===== src/rtl/bba_pkg.sv =====
// shared types, constants and codes of the buddy block allocator
`default_nettype none

package bba_pkg;

    // default geometry
    localparam int unsigned HEAP_BYTES_DEF      = 65536;
    localparam int unsigned NUM_ORDERS_DEF      = 11;
    localparam int unsigned MIN_BLOCK_BYTES_DEF = 32;

    // fixed field widths
    localparam int unsigned ORD_W  = 4;
    localparam int unsigned NEED_W = 5;
    localparam int unsigned THR_W  = 17;

    localparam logic [16:0] HDR_BYTES     = 17'd24;
    localparam logic [16:0] MIN_ALLOC     = 17'd64;
    localparam logic [16:0] THRESHOLD_RST = 17'd32768;

    // operation codes
    localparam logic OP_ALLOC = 1'b0;
    localparam logic OP_FREE  = 1'b1;

    // result status codes
    localparam logic [1:0] ST_OK        = 2'd0;
    localparam logic [1:0] ST_NO_SPACE  = 2'd1;
    localparam logic [1:0] ST_TOO_LARGE = 2'd2;
    localparam logic [1:0] ST_NOT_ALLOC = 2'd3;

    typedef struct packed {
        logic        operation;
        logic [15:0] request_bytes;
        logic [15:0] block_offset;
    } t_in_word;

    typedef struct packed {
        logic [1:0]  status;
        logic [15:0] granted_offset;
        logic [15:0] granted_bytes;
    } t_out_word;

    typedef enum logic [4:0] {
        S_CLEAR,
        S_IDLE,
        S_DECODE,
        S_SCAN_CHK,
        S_SCAN_RD,
        S_SCAN_EVAL,
        S_A_CLR,
        S_SPLIT,
        S_SP_RD,
        S_SP_WR,
        S_A_FIN,
        S_F_LOOK,
        S_MERGE,
        S_M_RD,
        S_M_EVAL,
        S_M_SETRD,
        S_M_SETWR,
        S_DONE
    } t_state;

    // controller to datapath
    typedef struct packed {
        logic       clr_step;
        logic       load;
        logic       set_err;
        logic [1:0] err_code;
        logic       k_need;
        logic       row_first;
        logic       row_read;
        logic       row_inc;
        logic       next_order;
        logic       take_hit;
        logic       mark_write;
        logic       mark_val;
        logic       split_step;
        logic       tgt_read;
        logic       alloc_read;
        logic       alloc_fin;
        logic       free_take;
        logic       bud_target;
        logic       self_target;
        logic       merge_up;
        logic       publish;
    } t_dp_cmd;

    // datapath to controller
    typedef struct packed {
        logic clr_last;
        logic is_free;
        logic too_large;
        logic no_fit;
        logic bad_off;
        logic order_empty;
        logic k_top;
        logic hit;
        logic last_row;
        logic k_gt_need;
        logic entry_valid;
        logic bud_ok;
        logic tgt_bit;
        logic out_free;
    } t_dp_stat;

endpackage

`default_nettype wire


===== src/rtl/bba_ctrl.sv =====
// sequencing state machine of the buddy block allocator
`default_nettype none

module bba_ctrl (
    input  wire logic             i_clk,
    input  wire logic             i_rst_n,
    input  wire logic             i_in_valid,
    output logic                  o_in_stall,
    input  wire bba_pkg::t_dp_stat i_stat,
    output bba_pkg::t_dp_cmd      o_cmd
);
    import bba_pkg::*;

    t_state r_state, n_state;

    // state register
    always_ff @(posedge i_clk) begin
        if (!i_rst_n) begin
            r_state <= S_CLEAR;
        end else begin
            r_state <= n_state;
        end
    end

    // next state and commands
    always_comb begin
        n_state    = r_state;
        o_cmd      = '0;
        o_in_stall = 1'b1;
        case (r_state)
            S_CLEAR: begin
                o_cmd.clr_step = 1'b1;
                if (i_stat.clr_last) n_state = S_IDLE;
            end
            S_IDLE: begin
                o_in_stall = 1'b0;
                if (i_in_valid) begin
                    o_cmd.load = 1'b1;
                    n_state    = S_DECODE;
                end
            end
            S_DECODE: begin
                if (i_stat.is_free) begin
                    if (i_stat.bad_off) begin
                        o_cmd.set_err  = 1'b1;
                        o_cmd.err_code = ST_NOT_ALLOC;
                        n_state        = S_DONE;
                    end else begin
                        o_cmd.alloc_read = 1'b1;
                        n_state          = S_F_LOOK;
                    end
                end else if (i_stat.too_large) begin
                    o_cmd.set_err  = 1'b1;
                    o_cmd.err_code = ST_TOO_LARGE;
                    n_state        = S_DONE;
                end else if (i_stat.no_fit) begin
                    o_cmd.set_err  = 1'b1;
                    o_cmd.err_code = ST_NO_SPACE;
                    n_state        = S_DONE;
                end else begin
                    o_cmd.k_need = 1'b1;
                    n_state      = S_SCAN_CHK;
                end
            end
            S_SCAN_CHK: begin
                if (!i_stat.order_empty) begin
                    o_cmd.row_first = 1'b1;
                    n_state         = S_SCAN_RD;
                end else if (i_stat.k_top) begin
                    o_cmd.set_err  = 1'b1;
                    o_cmd.err_code = ST_NO_SPACE;
                    n_state        = S_DONE;
                end else begin
                    o_cmd.next_order = 1'b1;
                end
            end
            S_SCAN_RD: begin
                o_cmd.row_read = 1'b1;
                n_state        = S_SCAN_EVAL;
            end
            S_SCAN_EVAL: begin
                if (i_stat.hit) begin
                    o_cmd.take_hit = 1'b1;
                    n_state        = S_A_CLR;
                end else if (!i_stat.last_row) begin
                    o_cmd.row_inc = 1'b1;
                    n_state       = S_SCAN_RD;
                end else if (i_stat.k_top) begin
                    o_cmd.set_err  = 1'b1;
                    o_cmd.err_code = ST_NO_SPACE;
                    n_state        = S_DONE;
                end else begin
                    o_cmd.next_order = 1'b1;
                    n_state          = S_SCAN_CHK;
                end
            end
            S_A_CLR: begin
                o_cmd.mark_write = 1'b1;
                o_cmd.mark_val   = 1'b0;
                n_state          = S_SPLIT;
            end
            S_SPLIT: begin
                if (i_stat.k_gt_need) begin
                    o_cmd.split_step = 1'b1;
                    n_state          = S_SP_RD;
                end else begin
                    n_state = S_A_FIN;
                end
            end
            S_SP_RD: begin
                o_cmd.tgt_read = 1'b1;
                n_state        = S_SP_WR;
            end
            S_SP_WR: begin
                o_cmd.mark_write = 1'b1;
                o_cmd.mark_val   = 1'b1;
                n_state          = S_SPLIT;
            end
            S_A_FIN: begin
                o_cmd.alloc_fin = 1'b1;
                n_state         = S_DONE;
            end
            S_F_LOOK: begin
                if (i_stat.entry_valid) begin
                    o_cmd.free_take = 1'b1;
                    n_state         = S_MERGE;
                end else begin
                    o_cmd.set_err  = 1'b1;
                    o_cmd.err_code = ST_NOT_ALLOC;
                    n_state        = S_DONE;
                end
            end
            S_MERGE: begin
                if (i_stat.bud_ok) begin
                    o_cmd.bud_target = 1'b1;
                    n_state          = S_M_RD;
                end else begin
                    o_cmd.self_target = 1'b1;
                    n_state           = S_M_SETRD;
                end
            end
            S_M_RD: begin
                o_cmd.tgt_read = 1'b1;
                n_state        = S_M_EVAL;
            end
            S_M_EVAL: begin
                if (i_stat.tgt_bit) begin
                    o_cmd.mark_write = 1'b1;
                    o_cmd.mark_val   = 1'b0;
                    o_cmd.merge_up   = 1'b1;
                    n_state          = S_MERGE;
                end else begin
                    o_cmd.self_target = 1'b1;
                    n_state           = S_M_SETRD;
                end
            end
            S_M_SETRD: begin
                o_cmd.tgt_read = 1'b1;
                n_state        = S_M_SETWR;
            end
            S_M_SETWR: begin
                o_cmd.mark_write = 1'b1;
                o_cmd.mark_val   = 1'b1;
                n_state          = S_DONE;
            end
            S_DONE: begin
                if (i_stat.out_free) begin
                    o_cmd.publish = 1'b1;
                    n_state       = S_IDLE;
                end
            end
            default: begin
                n_state = S_CLEAR;
            end
        endcase
    end

endmodule

`default_nettype wire


===== config.mk =====
export PLATFORM = sky130hd
export DESIGN_NAME = bba_ctrl
export DESIGN_NICKNAME = d
export VERILOG_FILES = /design/src/rtl/bba_pkg.sv /design/src/rtl/bba_ctrl.sv
export SDC_FILE = /design/constraint.sdc
export NUM_CORES = 1
export LEC_CHECK = 0
export BUFFER_PORTS_ARGS = -buffer_cell sky130_fd_sc_hd__buf_2
export CORE_ASPECT_RATIO = 0.6
export CORE_MARGIN = 2
export CORE_UTILIZATION = 28
export DETAILED_ROUTE_END_ITERATION = 6
export GPL_ROUTABILITY_DRIVEN = 0
export HOLD_SLACK_MARGIN = 0.15
export MAX_ROUTING_LAYER = met4
export PLACE_DENSITY = 0.63
export SYNTH_ARGS = -nofsm -noshare
export SYNTH_HDL_FRONTEND = slang
export SYNTH_SLANG_ARGS = --single-unit

===== constraint.sdc =====
create_clock -name i_clk -period 1.8 [get_ports i_clk]
set_input_delay 0.18 -clock i_clk [delete_from_list [all_inputs] [get_ports i_clk]]
set_output_delay 0.18 -clock i_clk [all_outputs]
set_load 0.02 [all_outputs]

# [Word-level counts from Yosys, hierarchy flattened]
# Index checks and enable logic that the tools add are counted.
[totals] ramBits=0 mem_count=0 mem_bits_ro=0 ff_bits=5 in_bits=17 latchBits=0 word_cells=95
[op_classes] n_mul=0 magnitude_cmp=0 shift=0 bitwise_logic=0 div=0 eq_ne=21 mux=67 n_reduce_logical=6 add_sub_neg=0
[ops] cell="$pmux 5 s16" count=1
[ops] cell="$mux 5" count=13
[ops] cell="$eq 5x4->1 const B" count=8
[ops] cell="$mux 1" count=35
[ops] cell="$mux 3" count=9
[ops] cell="$eq 5x3->1 const B" count=4
[ops] cell="$pmux 3 s4" count=1
[ops] cell="$eq 5x2->1 const B" count=2
[ops] cell="$eq 5x5->1 const B" count=2
[ops] cell="$mux 2" count=5
[ops] cell="$ne 2x2->1 const B" count=3
[ops] cell="$pmux 2 s3" count=1
[ops] cell="$reduce_or 2->1" count=3
[ops] cell="$eq 5x1->1 const B" count=1
[ops] cell="$logic_not 5->1" count=1
[ops] cell="$pmux 1 s2" count=2
[ops] cell="$reduce_and 4->1" count=1
[ops] cell="$ne 3x3->1 const B" count=1
[ops] cell="$reduce_or 3->1" count=1

# [Depth between registers and ports, before layout]
# Gate-level depths: netlist of run 1.
[depth] word_depth=4 mapped_depth=7

# [Least setup slack after synthesis of run 1]
# Ideal clock, no wire load.
[synth_timing] kind="reg2out" start="register r_state[1]" end="output port o_cmd[15] (netlist bit)" required_time_ns=1.620 path_stages_with_launch=5 arrival_ns=1.658 setup_slack_ns=-0.038 path_buffers=2 cell_sequence="dfxtp_1 -> buf_6 -> or3b_1 -> buf_6 -> nor4b_1"
[synth_rtl] element="from (decl)" line="bba_ctrl.sv:14" source="t_state r_state, n_state;"
[synth_rtl] element="from (signal assigned)" line="bba_ctrl.sv:21" source="r_state <= n_state;"
[synth_rtl] element="to (decl)" line="bba_ctrl.sv:10" source="output bba_pkg::t_dp_cmd o_cmd"

==> metrics.md, run 1 <==
| Metric | Value |
|---|---|
| Routed Antenna Nets | `0` |
| Clk root buf | `clkbuf_8` |
| Yosys top cell area share | `a little under an eighth` |
| Post-synth EDFFs | `0` |
| Final Cycle Share | `99.9%` |
| Part of the power in combinational logic | `about two thirds` |
| Reg-to-reg endpoint | `r_state[1]` |
| Max Cap Violations | `0` |
| Die H | `46.8 microns` |
| Final WL | `3.06 mm` |
| Overall global routing resource usage | `between 10% and 20%` |
| First-pass GRT wire length | `4.51 mm` |
| WHS | `around 240 ps` |
| Main synth FF type | `dfxtp_1` |
| Initial antenna violation count | `0` |
| Post-layout net count | `around 200` |
| Regs by FF count | `r_state: 5 flops` |
| Max transition margin | `~76%` |
| Syn Inst Count | `around 130` |
| Leak pwr | `between 0.0006 and 0.0007 uW` |
| Drc violations | `0` |
| Reg-to-reg critical path startpoint | `r_state[1]` |
| Async set-reset flop share out of synthesis | `0%` |
| Area post-placement | `around 0.0011 sq mm` |
| Fin util | `a little under half` |
| Pre-Repair DR Iteration Count | `4` |
| Synth Cell Area | `approximately 850 sq um` |
| Antenna cells | `0` |
| Busiest grt layer | `met1` |
| DR vias/cell | `5.11` |
| Row count | `15` |
| Final non-filler cell area | `around 0.0013 sq mm` |
| Core ar. | `0.00289 sq mm` |
| Clk sink count | `5` |
| Final setup fails | `0` |
| Met1 Use GR | `28.0%` |
| Clock transition at path regs | `approximately 40 ps` |
| Yosys top cell by area | `dfxtp_1` |
| Layout cells sized above 1 | `44.4%` |
| Min-Delay Path Class | `input port to flip-flop` |
| R2R cell count | `7` |
| Worst clock skew | `approximately 1.2 ps` |
| Arr. time, crit path | `approximately 1600 ps` |
| CP startpoint kind | `flip-flop` |
| RSZ-0062 raised after global routing | `true` |
| Hold bufs inserted after CTS | `0` |
| Register area share after synthesis | `11.7%` |
| Avg Cell Area, Syn | `6.61 sq um` |
| Worst Hold End | `r_state[2]` |
| Number of CTS-inserted buffers | `3` |
| Hold_sp | `i_rst_n` |
| Max IR drop VDD | `~0.35 mV` |
| DP Wirelength | `between 2 and 2.5 mm` |
| Drt wl/cell | `about 14 microns` |
| Non-filler cells, final | `between 200 and 250` |
| DP Cell Count | `212` |
| Max reg flops | `5` |
| Final Hold Vio Count | `0` |
| Crit Path Category | `flip-flop to output port` |
| Register area | `105 sq um` |
| Unique cell type count in the Yosys netlist | `43` |
| Deepest clock path buffer count | `2` |
| Starting Density | `slightly below 30%` |
| Post-route minimum period | `1800 ps` |
| Drt initial violations | `79` |
| Critical Path Sink Type | `output port` |
| Top reg by flops | `r_state` |
| Fin. max-slew vios | `0` |
| Met2 GRT Util | `a little under a quarter` |
| Switching Fraction | `about 46%` |
| Yosys reg bits | `5` |
| Area grow syn2layout | `53.5%` |
| TritonCTS clock tree | `built` |
| Synthesis Warnings | `0` |
| Clock power share | `19.0%` |
| Seq pwr share | `13.1%` |
| Worst-Margin Slew | `about 360 ps` |
| Largest net degree at the start of global routing | `19` |
| Vias | `1134` |
| Routing usage on met3 | `under 10%` |
| Vias in the first global route | `about 960` |
| Die extent in x | `between 70 and 80 microns` |
| Worst-Skew Late Latency | `230 ps` |
| PortBufs | `39` |
| Max FO, Critical Path | `7` |
| Fill cells | `about 320` |
| H-tree levels | `1` |
| Cell internal pwr | `about 650 uW` |
| Net Count, Synth | `roughly 150` |
| Pwr dens | `roughly 920 mW/mm^2` |
| Psw | `between 500 and 600 uW` |
| Io pins | `40` |
| Die Area | `~0.0035 sq mm` |
| Status | `finished, final reports clean` |
| Flop2flop setup slack | `160 ps` |
| Multi-input logic area | `728 sq um` |
| Hold depth | `2` |
| WP data required | `1620 ps` |
| Max Clock Freq | `approximately 0.56 GHz` |
| Synth area leaders | `dfxtp_1 (12%), nand2_1 (6.6%), nor2_1 (6.6%), nor2b_1 (5.1%), a21oi_1 (4.7%)` |
| GR Overflow Total | `0` |
-- metrics by stage --
| step | TNS, ps | power [uW] | setup slack [ps] |
|---|---|---|---|
| 2_1_floorplan | 0 | 637 | 136 |
| 3_3_place_gp | 0 | 844 | 118 |
| 3_5_place_dp | 0 | 845 | 96.7 |
| 4_1_cts | -3.99 | 1120 | -3.99 |
| 5_1_grt | -114 | 1270 | -58.9 |
| 6_report | 0 | 1200 | 1.04 |
-- worst max-delay path by stage --
stage | start | end | slack, ps | depth (start not counted)
finish | r_state[2] | o_cmd[18] | 1 | 4
global route | r_state[2] | o_cmd[18] | -60 | 4
CTS | r_state[1] | o_cmd[17] | -4 | 7
detailed placement | r_state[4] | o_cmd[17] | 100 | 5
global placement | r_state[4] | o_cmd[17] | 120 | 5
floorplan | r_state[2] | r_state[1] | 140 | 6
-- final cells by class --
class                   count  share of cell area (%)
well taps                  42                    4.01
repair buffers             57                    27.8
flip-flops and latches      5                    8.02
multi-input cells         110                    55.6
inverters                   4                    1.15
clock buffers               4                    3.44
-- metal layers --
metal / routed length (microns) / vias to the layer above
li1: - / 566
met1: 1580 / 493
met2: 1150 / 73
met3: 306 / 2
met4: 24 / 0
met5: 0 / -
-- Yosys cell counts (2+ instances only) --
cell / number
inv_1: 4
nor3b_2: 2
nor3_4: 2
and3_1: 5
buf_6: 2
a21o_1: 2
mux2i_1: 2
nor4_1: 3
and2b_1: 2
dfxtp_1: 5
o22ai_1: 2
a22oi_1: 2
nor2b_1: 7
nor2_1: 15
buf_2: 5
o21bai_1: 2
nand2_1: 15
clkbuf_1: 2
a31oi_1: 2
a21oi_1: 8
nor3_1: 8
a211oi_1: 2
nand2b_1: 3
and2_1: 2
nor3b_1: 3
o21ai_0: 4
nand3b_1: 2
-- power groups by stage --
stage | combinational (uW) | clock (uW) | sequential (uW)
after floorplan | 490 | 0 | 148
after global placement | 693 | 0 | 151
after detailed placement | 693 | 0 | 152
after CTS | 739 | 229 | 155
after global routing | 879 | 231 | 161
final | 813 | 228 | 158
-- worst max-delay path: stages, from the launching register on --
cell      delay [ps]
dfxtp_2          320
or3b_4           480
nor3_4           260
o21bai_1         150
buf_4            170
-- what timing repair did --
item                                    4_1_cts  5_1_grt
setup buffers                                 1        5
endpoints found under the setup margin        8       11
resized for setup                            10       11
gates cloned                                  0        0
pin swaps                                     1        7
-- cell usage in the layout (no fill, tap or decap), types with 2 or more instances in the layout --
cell / instances
a211oi_1: 2
a21o_1: 2
a21oi_1: 7
a22oi_1: 2
a31oi_1: 2
and2_1: 2
and3_1: 4
and3_4: 2
buf_2: 35
buf_4: 19
clkbuf_8: 3
dfxtp_2: 4
inv_1: 4
mux2i_1: 2
nand2_1: 15
nand2b_1: 3
nand3b_1: 2
nor2_1: 14
nor2b_1: 7
nor3_1: 8
nor3_4: 3
nor3b_1: 3
nor4_1: 2
o21ai_0: 4
o22ai_1: 2
-- cell families after synthesis --
logic type,count (synthesis),share of synthesized area [%]
buf+inv,14,8.65
flops,5,11.7
simple gates,77,53.2
mux,2,2.35
compound gates,31,24.0
Power figures use the tool's default switching activity.
==> inputs of run 2 (changes only) <==
--- a/config.mk
+++ b/config.mk
@@ -6,7 +6,6 @@
 export NUM_CORES = 1
 export LEC_CHECK = 0
 export BUFFER_PORTS_ARGS = -buffer_cell sky130_fd_sc_hd__buf_2
-export CORE_ASPECT_RATIO = 0.6
 export CORE_MARGIN = 2
 export CORE_UTILIZATION = 28
 export DETAILED_ROUTE_END_ITERATION = 6
==> metrics.md, run 2 (synthesis results as in run 1) <==
| Metric | Value |
|---|---|
| CP startpoint kind | `flip-flop (unchanged)` |
| Hold_sp | `i_rst_n (unchanged)` |
| Failing checks | `setup timing` |
| Number of CTS-inserted buffers | `3 (unchanged)` |
| Max IR drop VDD | `0.346 mV (was 0.347 mV)` |
| PortBufs | `39 (unchanged)` |
| Worst-Margin Slew | `329 ps (was 358 ps)` |
| WP data required | `1620 ps (about the same)` |
| Max FO, Critical Path | `9 (was 7)` |
| Max reg flops | `5 (unchanged)` |
| Critical Path Sink Type | `output port (unchanged)` |
| Cell internal pwr | `578 uW (was 651 uW)` |
| Worst slack, placed | `104 ps (was 96.7 ps)` |
| Antenna cells | `0 (unchanged)` |
| Switching Fraction | `48.7% (was 45.7%)` |
| Largest net degree at the start of global routing | `22 (was 19)` |
| Regs by FF count | `r_state: 5 flops (unchanged)` |
| Worst clock skew | `10.5 ps (was 1.17 ps)` |
| DR vias/cell | `5.58 (was 5.11)` |
| Crit Path Category | `flip-flop to output port (unchanged)` |
| Flop2flop setup slack | `130 ps (was 160 ps)` |
| Io pins | `40 (unchanged)` |
| Pwr dens | `831 mW/mm^2 (was 915 mW/mm^2)` |
| Initial antenna violation count | `0 (unchanged)` |
| Drt wl/cell | `14.8 microns (was 13.8 microns)` |
| GR Overflow Total | `0 (unchanged)` |
| CP delay by family, top | `compound AO/OA/AOI/OAI gates (was simple AND/OR/NAND/NOR gates)` |
| Vias in the first global route | `1032 (was 963)` |
| WP buf/inv | `2 (was 1)` |
| Worst path slowest cell | `dfxtp_2 (was or3b_4)` |
| Area grow syn2layout | `58.8% (was 53.5%)` |
| Top reg by flops | `r_state (unchanged)` |
| Seq pwr share | `13.8% (was 13.1%)` |
| Psw | `549 uW (was 548 uW)` |
| Max Clock Freq | `0.552 GHz (was 0.556 GHz)` |
| Final setup fails | `1 (was 0)` |
| Pre-Repair DR Iteration Count | `4 (unchanged)` |
| DP Cell Count | `198 (was 212)` |
| Critical path origin | `r_state[2] (unchanged)` |
| Die H | `59.2 microns (was 46.8 microns)` |
| Fin. max-slew vios | `0 (unchanged)` |
| Final Hold Vio Count | `0 (unchanged)` |
| Cells along the critical path | `buf_12, and2b_1, and3_4, o21bai_4, a21oi_2, o21ai_1, buf_4 (was or3b_4, nor3_4, o21bai_1, buf_4)` |
| Max Cap Violations | `0 (unchanged)` |
| Hold depth | `2 (unchanged)` |
| Setup WS post-layout | `-13.2 ps (was 1.04 ps)` |
| Worst-Skew Late Latency | `270 ps (was 230 ps)` |
| Worst Hold End | `r_state[2] (unchanged)` |
| Drc violations | `0 (unchanged)` |
| Part of the power in combinational logic | `73.3% (was 67.8%)` |
| Core ar. | `0.00298 sq mm (was 0.00289 sq mm)` |
| R2R cell count | `7 (unchanged)` |
| Die extent in x | `59.2 microns (was 75.3 microns)` |
| Starting Density | `28.7% (was 29.5%)` |
| Layout cells sized above 1 | `47.8% (was 44.4%)` |
| Crit path largest cell delay | `330 ps (was 480 ps)` |
| Status | `finished, violations left (was finished, final reports clean)` |
| Vias | `1199 (was 1134)` |
| RSZ-0062 raised after global routing | `true (unchanged)` |
| Clock power share | `12.9% (was 19.0%)` |
| Row count | `20 (was 15)` |
| DP Wirelength | `2.10 mm (was 2.32 mm)` |
| H-tree levels | `1 (unchanged)` |
| Non-filler cells, final | `215 (was 222)` |
| Hold bufs inserted after CTS | `0 (unchanged)` |
| Leak pwr | `0.000634 uW (was 0.000621 uW)` |
| Fill cells | `308 (was 317)` |
| Arr. time, crit path | `1630 ps (was 1620 ps)` |
| Final WL | `3.19 mm (was 3.06 mm)` |
| First-pass GRT wire length | `4.69 mm (was 4.51 mm)` |
| Setup TNS | `-13.2 ps (was 0 ps)` |
| Drt initial violations | `44 (was 79)` |
| Most common cell after layout, fill and taps aside | `buf_2 (unchanged)` |
| Overall global routing resource usage | `18.3% (was 18.1%)` |
| Post-route minimum period | `1810 ps (was 1800 ps)` |
| Deepest clock path buffer count | `2 (unchanged)` |
| TritonCTS clock tree | `built (unchanged)` |
| Post-layout net count | `200 (was 198)` |
| Reg-to-reg critical path startpoint | `r_state[2] (was r_state[1])` |
| Clk root buf | `clkbuf_4 (was clkbuf_8)` |
| Final Cycle Share | `101% (was 99.9%)` |
| Max transition margin | `77.9% (was 75.8%)` |
| Commonest non-fill, non-tap cells in the layout | `buf_2 (32), buf_4 (22), nand2_1 (14) (was buf_2 (35), buf_4 (19), nand2_1 (15))` |
| Routed Antenna Nets | `0 (unchanged)` |
| Die Area | `0.00351 sq mm (was 0.00352 sq mm)` |
| Min-Delay Path Class | `input port to flip-flop (unchanged)` |
| Reg-to-reg endpoint | `r_state[0] (was r_state[1])` |
| Clk sink count | `5 (unchanged)` |
| Clock transition at path regs | `50 ps (was 40 ps)` |
==> run 2: cell types whose count changed in the layout (fill, tap and decap cells not counted), sizes merged <==
cell and change:
buf +2
==> run 2: power by group through the flow <==
stage / clock network [uW] / logic, uW / registers, uW
after global routing: 151 / 889 / 158
final: 146 / 826 / 155
after floorplan: 0 / 490 / 148
after detailed placement: 0 / 658 / 147
after CTS: 143 / 702 / 150
after global placement: 0 / 661 / 147
==> run 2: layout make-up <==
| class | instances | area, sq um | area share [%] |
|---|---|---|---|
| well taps | 33 | 41.3 | 3.05 |
| flip-flops and latches | 5 | 110 | 8.13 |
| repair buffers | 59 | 399 | 29.5 |
| inverters | 4 | 15.0 | 1.11 |
| clock buffers | 4 | 26.3 | 1.94 |
| multi-input cells | 110 | 763 | 56.3 |
==> run 2: routing by layer <==
layer	track usage [%]	vias to the layer above	share of wire, %
met5	-	-	0
met4	9.09	0	1.9
met3	1.31	8	7.8
met2	27.3	69	46
met1	24.8	548	44
li1	-	574	-
==> run 2: what timing repair did <==
action                                  CTS  global route
buffers inserted                          2            11
resized for setup                        17            20
endpoints found under the setup margin   10            12
pin swaps                                 2             5
==> run 2: how the worst max path moves through the flow <==
stage	endpoint	cells after the start
2_1_floorplan	r_state[1]	6
3_3_place_gp	o_cmd[4]	4
3_5_place_dp	o_cmd[17]	5
4_1_cts	o_cmd[17]	5
5_1_grt	o_cmd[18]	4
6_report	o_cmd[17]	7
==> run 2: per-stage QoR <==
| stage | hold WS (ps) | util [%] | instance area [sq um] | power (uW) |
|---|---|---|---|---|
| after detailed placement | 471 | 37.0 | 1100 | 806 |
| after CTS | 194 | 40.3 | 1200 | 995 |
| final | 194 | 45.5 | 1360 | 1130 |
| after floorplan | 289 | - | 860 | 637 |
| after global placement | 471 | 37.0 | 1100 | 808 |
| after global routing | 208 | 45.5 | 1360 | 1200 |
==> inputs of run 3 (changes only) <==
==> constraint.sdc (replaced) <==
create_clock -name i_clk -period 1.8 [get_ports i_clk]
set_input_delay 0.18 -clock i_clk [delete_from_list [all_inputs] [get_ports i_clk]]
set_output_delay 0.18 -clock i_clk [all_outputs]
set_load 0.01 [all_outputs]
==> metrics.md, run 3 (synthesis results as in run 1) <==
| Metric | Value |
|---|---|
| Max Clock Freq | `0.571 GHz (was 0.552 GHz)` |
| Worst path slowest cell | `or3b_4 (was dfxtp_2)` |
| Max FO, Critical Path | `7 (was 9)` |
| Switching Fraction | `46.4% (was 48.7%)` |
| Area post-placement | `0.00111 sq mm (was 0.00110 sq mm)` |
| Die extent in x | `59.2 microns (unchanged)` |
| Worst-Margin Slew | `344 ps (was 329 ps)` |
| First-pass GRT wire length | `4.42 mm (was 4.69 mm)` |
| DR vias/cell | `5.34 (was 5.58)` |
| Max reg flops | `5 (unchanged)` |
| Vias | `1106 (was 1199)` |
| Part of the power in combinational logic | `70.1% (was 73.3%)` |
| Non-filler cells, final | `207 (was 215)` |
| Number of CTS-inserted buffers | `3 (unchanged)` |
| Post-route minimum period | `1750 ps (was 1810 ps)` |
| Cell internal pwr | `520 uW (was 578 uW)` |
| H-tree levels | `1 (unchanged)` |
| Cells along the critical path | `or3b_4, nor3_4, and3_4, buf_6 (was buf_12, and2b_1, and3_4, o21bai_4, a21oi_2, o21ai_1, buf_4)` |
| Final Cycle Share | `97.2% (was 101%)` |
| Die Area | `0.00351 sq mm (unchanged)` |
| WP buf/inv | `1 (was 2)` |
| Hold depth | `2 (unchanged)` |
| Arr. time, crit path | `1570 ps (was 1630 ps)` |
| Post-layout net count | `192 (was 200)` |
| Pre-Repair DR Iteration Count | `4 (unchanged)` |
| Final WL | `2.73 mm (was 3.19 mm)` |
| Routed Antenna Nets | `0 (unchanged)` |
| Largest net degree at the start of global routing | `21 (was 22)` |
| PortBufs | `39 (unchanged)` |
| Vias in the first global route | `1013 (was 1032)` |
| DP Cell Count | `200 (was 198)` |
| Final non-filler cell area | `0.00121 sq mm (was 0.00136 sq mm)` |
| Regs by FF count | `r_state: 5 flops (unchanged)` |
| Core ar. | `0.00298 sq mm (unchanged)` |
| WP data required | `1620 ps (about the same)` |
| Drt initial violations | `22 (was 44)` |
| Final Hold Vio Count | `0 (unchanged)` |
| CP startpoint kind | `flip-flop (unchanged)` |
| DP Wirelength | `2.08 mm (was 2.10 mm)` |
| Worst-Skew Late Latency | `250 ps (was 270 ps)` |
| Starting Density | `28.7% (unchanged)` |
| TritonCTS clock tree | `built (unchanged)` |
| Leak pwr | `0.000585 uW (was 0.000634 uW)` |
| Commonest non-fill, non-tap cells in the layout | `buf_2 (38), nand2_1 (15), nor2_1 (13) (was buf_2 (32), buf_4 (22), nand2_1 (14))` |
| GR Overflow Total | `0 (unchanged)` |
| Clock power share | `14.0% (was 12.9%)` |
| Total Power | `970 uW (was 1130 uW)` |
| Pwr dens | `800 mW/mm^2 (was 831 mW/mm^2)` |
| Critical Path Sink Type | `output port (unchanged)` |
| Io pins | `40 (unchanged)` |
| Overall global routing resource usage | `16.7% (was 18.3%)` |
| R2R cell count | `6 (was 7)` |
| Reg-to-reg endpoint | `r_state[4] (was r_state[0])` |
| Clock transition at path regs | `50 ps (about the same)` |
| CP delay by family, top | `simple AND/OR/NAND/NOR gates (was compound AO/OA/AOI/OAI gates)` |
| Drt wl/cell | `13.2 microns (was 14.8 microns)` |
| Psw | `450 uW (was 549 uW)` |
| Crit Path Category | `flip-flop to output port (unchanged)` |
| Deepest clock path buffer count | `2 (unchanged)` |
| Row count | `20 (unchanged)` |
| Min-Delay Path Class | `input port to flip-flop (unchanged)` |
| Most common cell after layout, fill and taps aside | `buf_2 (unchanged)` |
| Status | `finished, final reports clean (was finished, violations left)` |
| Final setup fails | `0 (was 1)` |
| Seq pwr share | `15.9% (was 13.8%)` |
| Hold_sp | `i_rst_n (unchanged)` |
| Worst slack, placed | `81.8 ps (was 104 ps)` |
| Max transition margin | `76.8% (was 77.9%)` |
| Drc violations | `0 (unchanged)` |
| Worst clock skew | `0.865 ps (was 10.5 ps)` |
| Initial antenna violation count | `0 (unchanged)` |
| Max Cap Violations | `0 (unchanged)` |
| Setup WS post-layout | `49.5 ps (was -13.2 ps)` |
| Layout cells sized above 1 | `41.4% (was 47.8%)` |
| RSZ-0062 raised after global routing | `true (unchanged)` |
| Crit path largest cell delay | `460 ps (was 330 ps)` |
| Max IR drop VDD | `0.521 mV (was 0.346 mV)` |
| Flop2flop setup slack | `110 ps (was 130 ps)` |
| Clk sink count | `5 (unchanged)` |
| Fin util | `40.7% (was 45.5%)` |
| Reg-to-reg critical path startpoint | `r_state[1] (was r_state[2])` |
| Antenna cells | `0 (unchanged)` |
| Clk root buf | `clkbuf_4 (unchanged)` |
| Die H | `59.2 microns (unchanged)` |
| Worst Hold End | `r_state[2] (unchanged)` |
| Area grow syn2layout | `42.1% (was 58.8%)` |
| Fin. max-slew vios | `0 (unchanged)` |
| Top reg by flops | `r_state (unchanged)` |
==> run 3: cell count changes in the layout (fill, tap and decap cells not counted), sizes merged <==
| cell | before | now |
|---|---|---|
| clkbuf | 4 | 3 |
| buf | 59 | 51 |
| clkinv | 0 | 1 |
==> run 3: metrics by stage <==
stage               hold slack [ps]  setup TNS, ps
floorplan                       289              0
global placement                477              0
detailed placement              480              0
CTS                             214              0
global route                    218          -84.5
finish                          223              0
==> run 3: area by class of cell <==
class	instances	area (sq um)
clock buffers	3	22.5
clock inverters	1	5.00
fillers	323	1770
inverters	4	15.0
multi-input cells	110	721
flip-flops and latches	5	104
well taps	33	41.3
repair buffers	51	304
==> run 3: worst max path at each step <==
| stage | startpoint | endpoint | cells after the start | slack, ps |
|---|---|---|---|---|
| floorplan | r_state[1] | o_cmd[15] | 4 | 260 |
| global placement | r_state[4] | r_state[1] | 6 | 160 |
| detailed placement | r_state[1] | o_cmd[17] | 5 | 80 |
| CTS | r_state[1] | o_cmd[6] | 4 | 6 |
| global route | r_state[0] | o_cmd[9] | 6 | -30 |
| finish | r_state[1] | o_cmd[6] | 4 | 50 |
==> run 3: layer usage <==
layer,routed length [microns],track usage [%]
met5,0,-
met3,183,2.18
met4,0,3.25
met2,1240,25.7
met1,1310,23.3
==> run 3: power by group through the flow <==
stage	registers, uW	logic [uW]	clock network [uW]
floorplan	148	446	0
global placement	149	628	0
detailed placement	150	627	0
CTS	148	649	139
global route	156	756	146
finish	154	680	135
==> run 3: what timing repair did <==
| item | in CTS | in global routing |
|---|---|---|
| resized for setup | 6 | 8 |
| setup endpoints to repair | 7 | 8 |
| setup buffers | 1 | 2 |
| endpoints found under the hold margin | 0 | 0 |
| pin swaps | 1 | 3 |
| hold buffers | 0 | 0 |
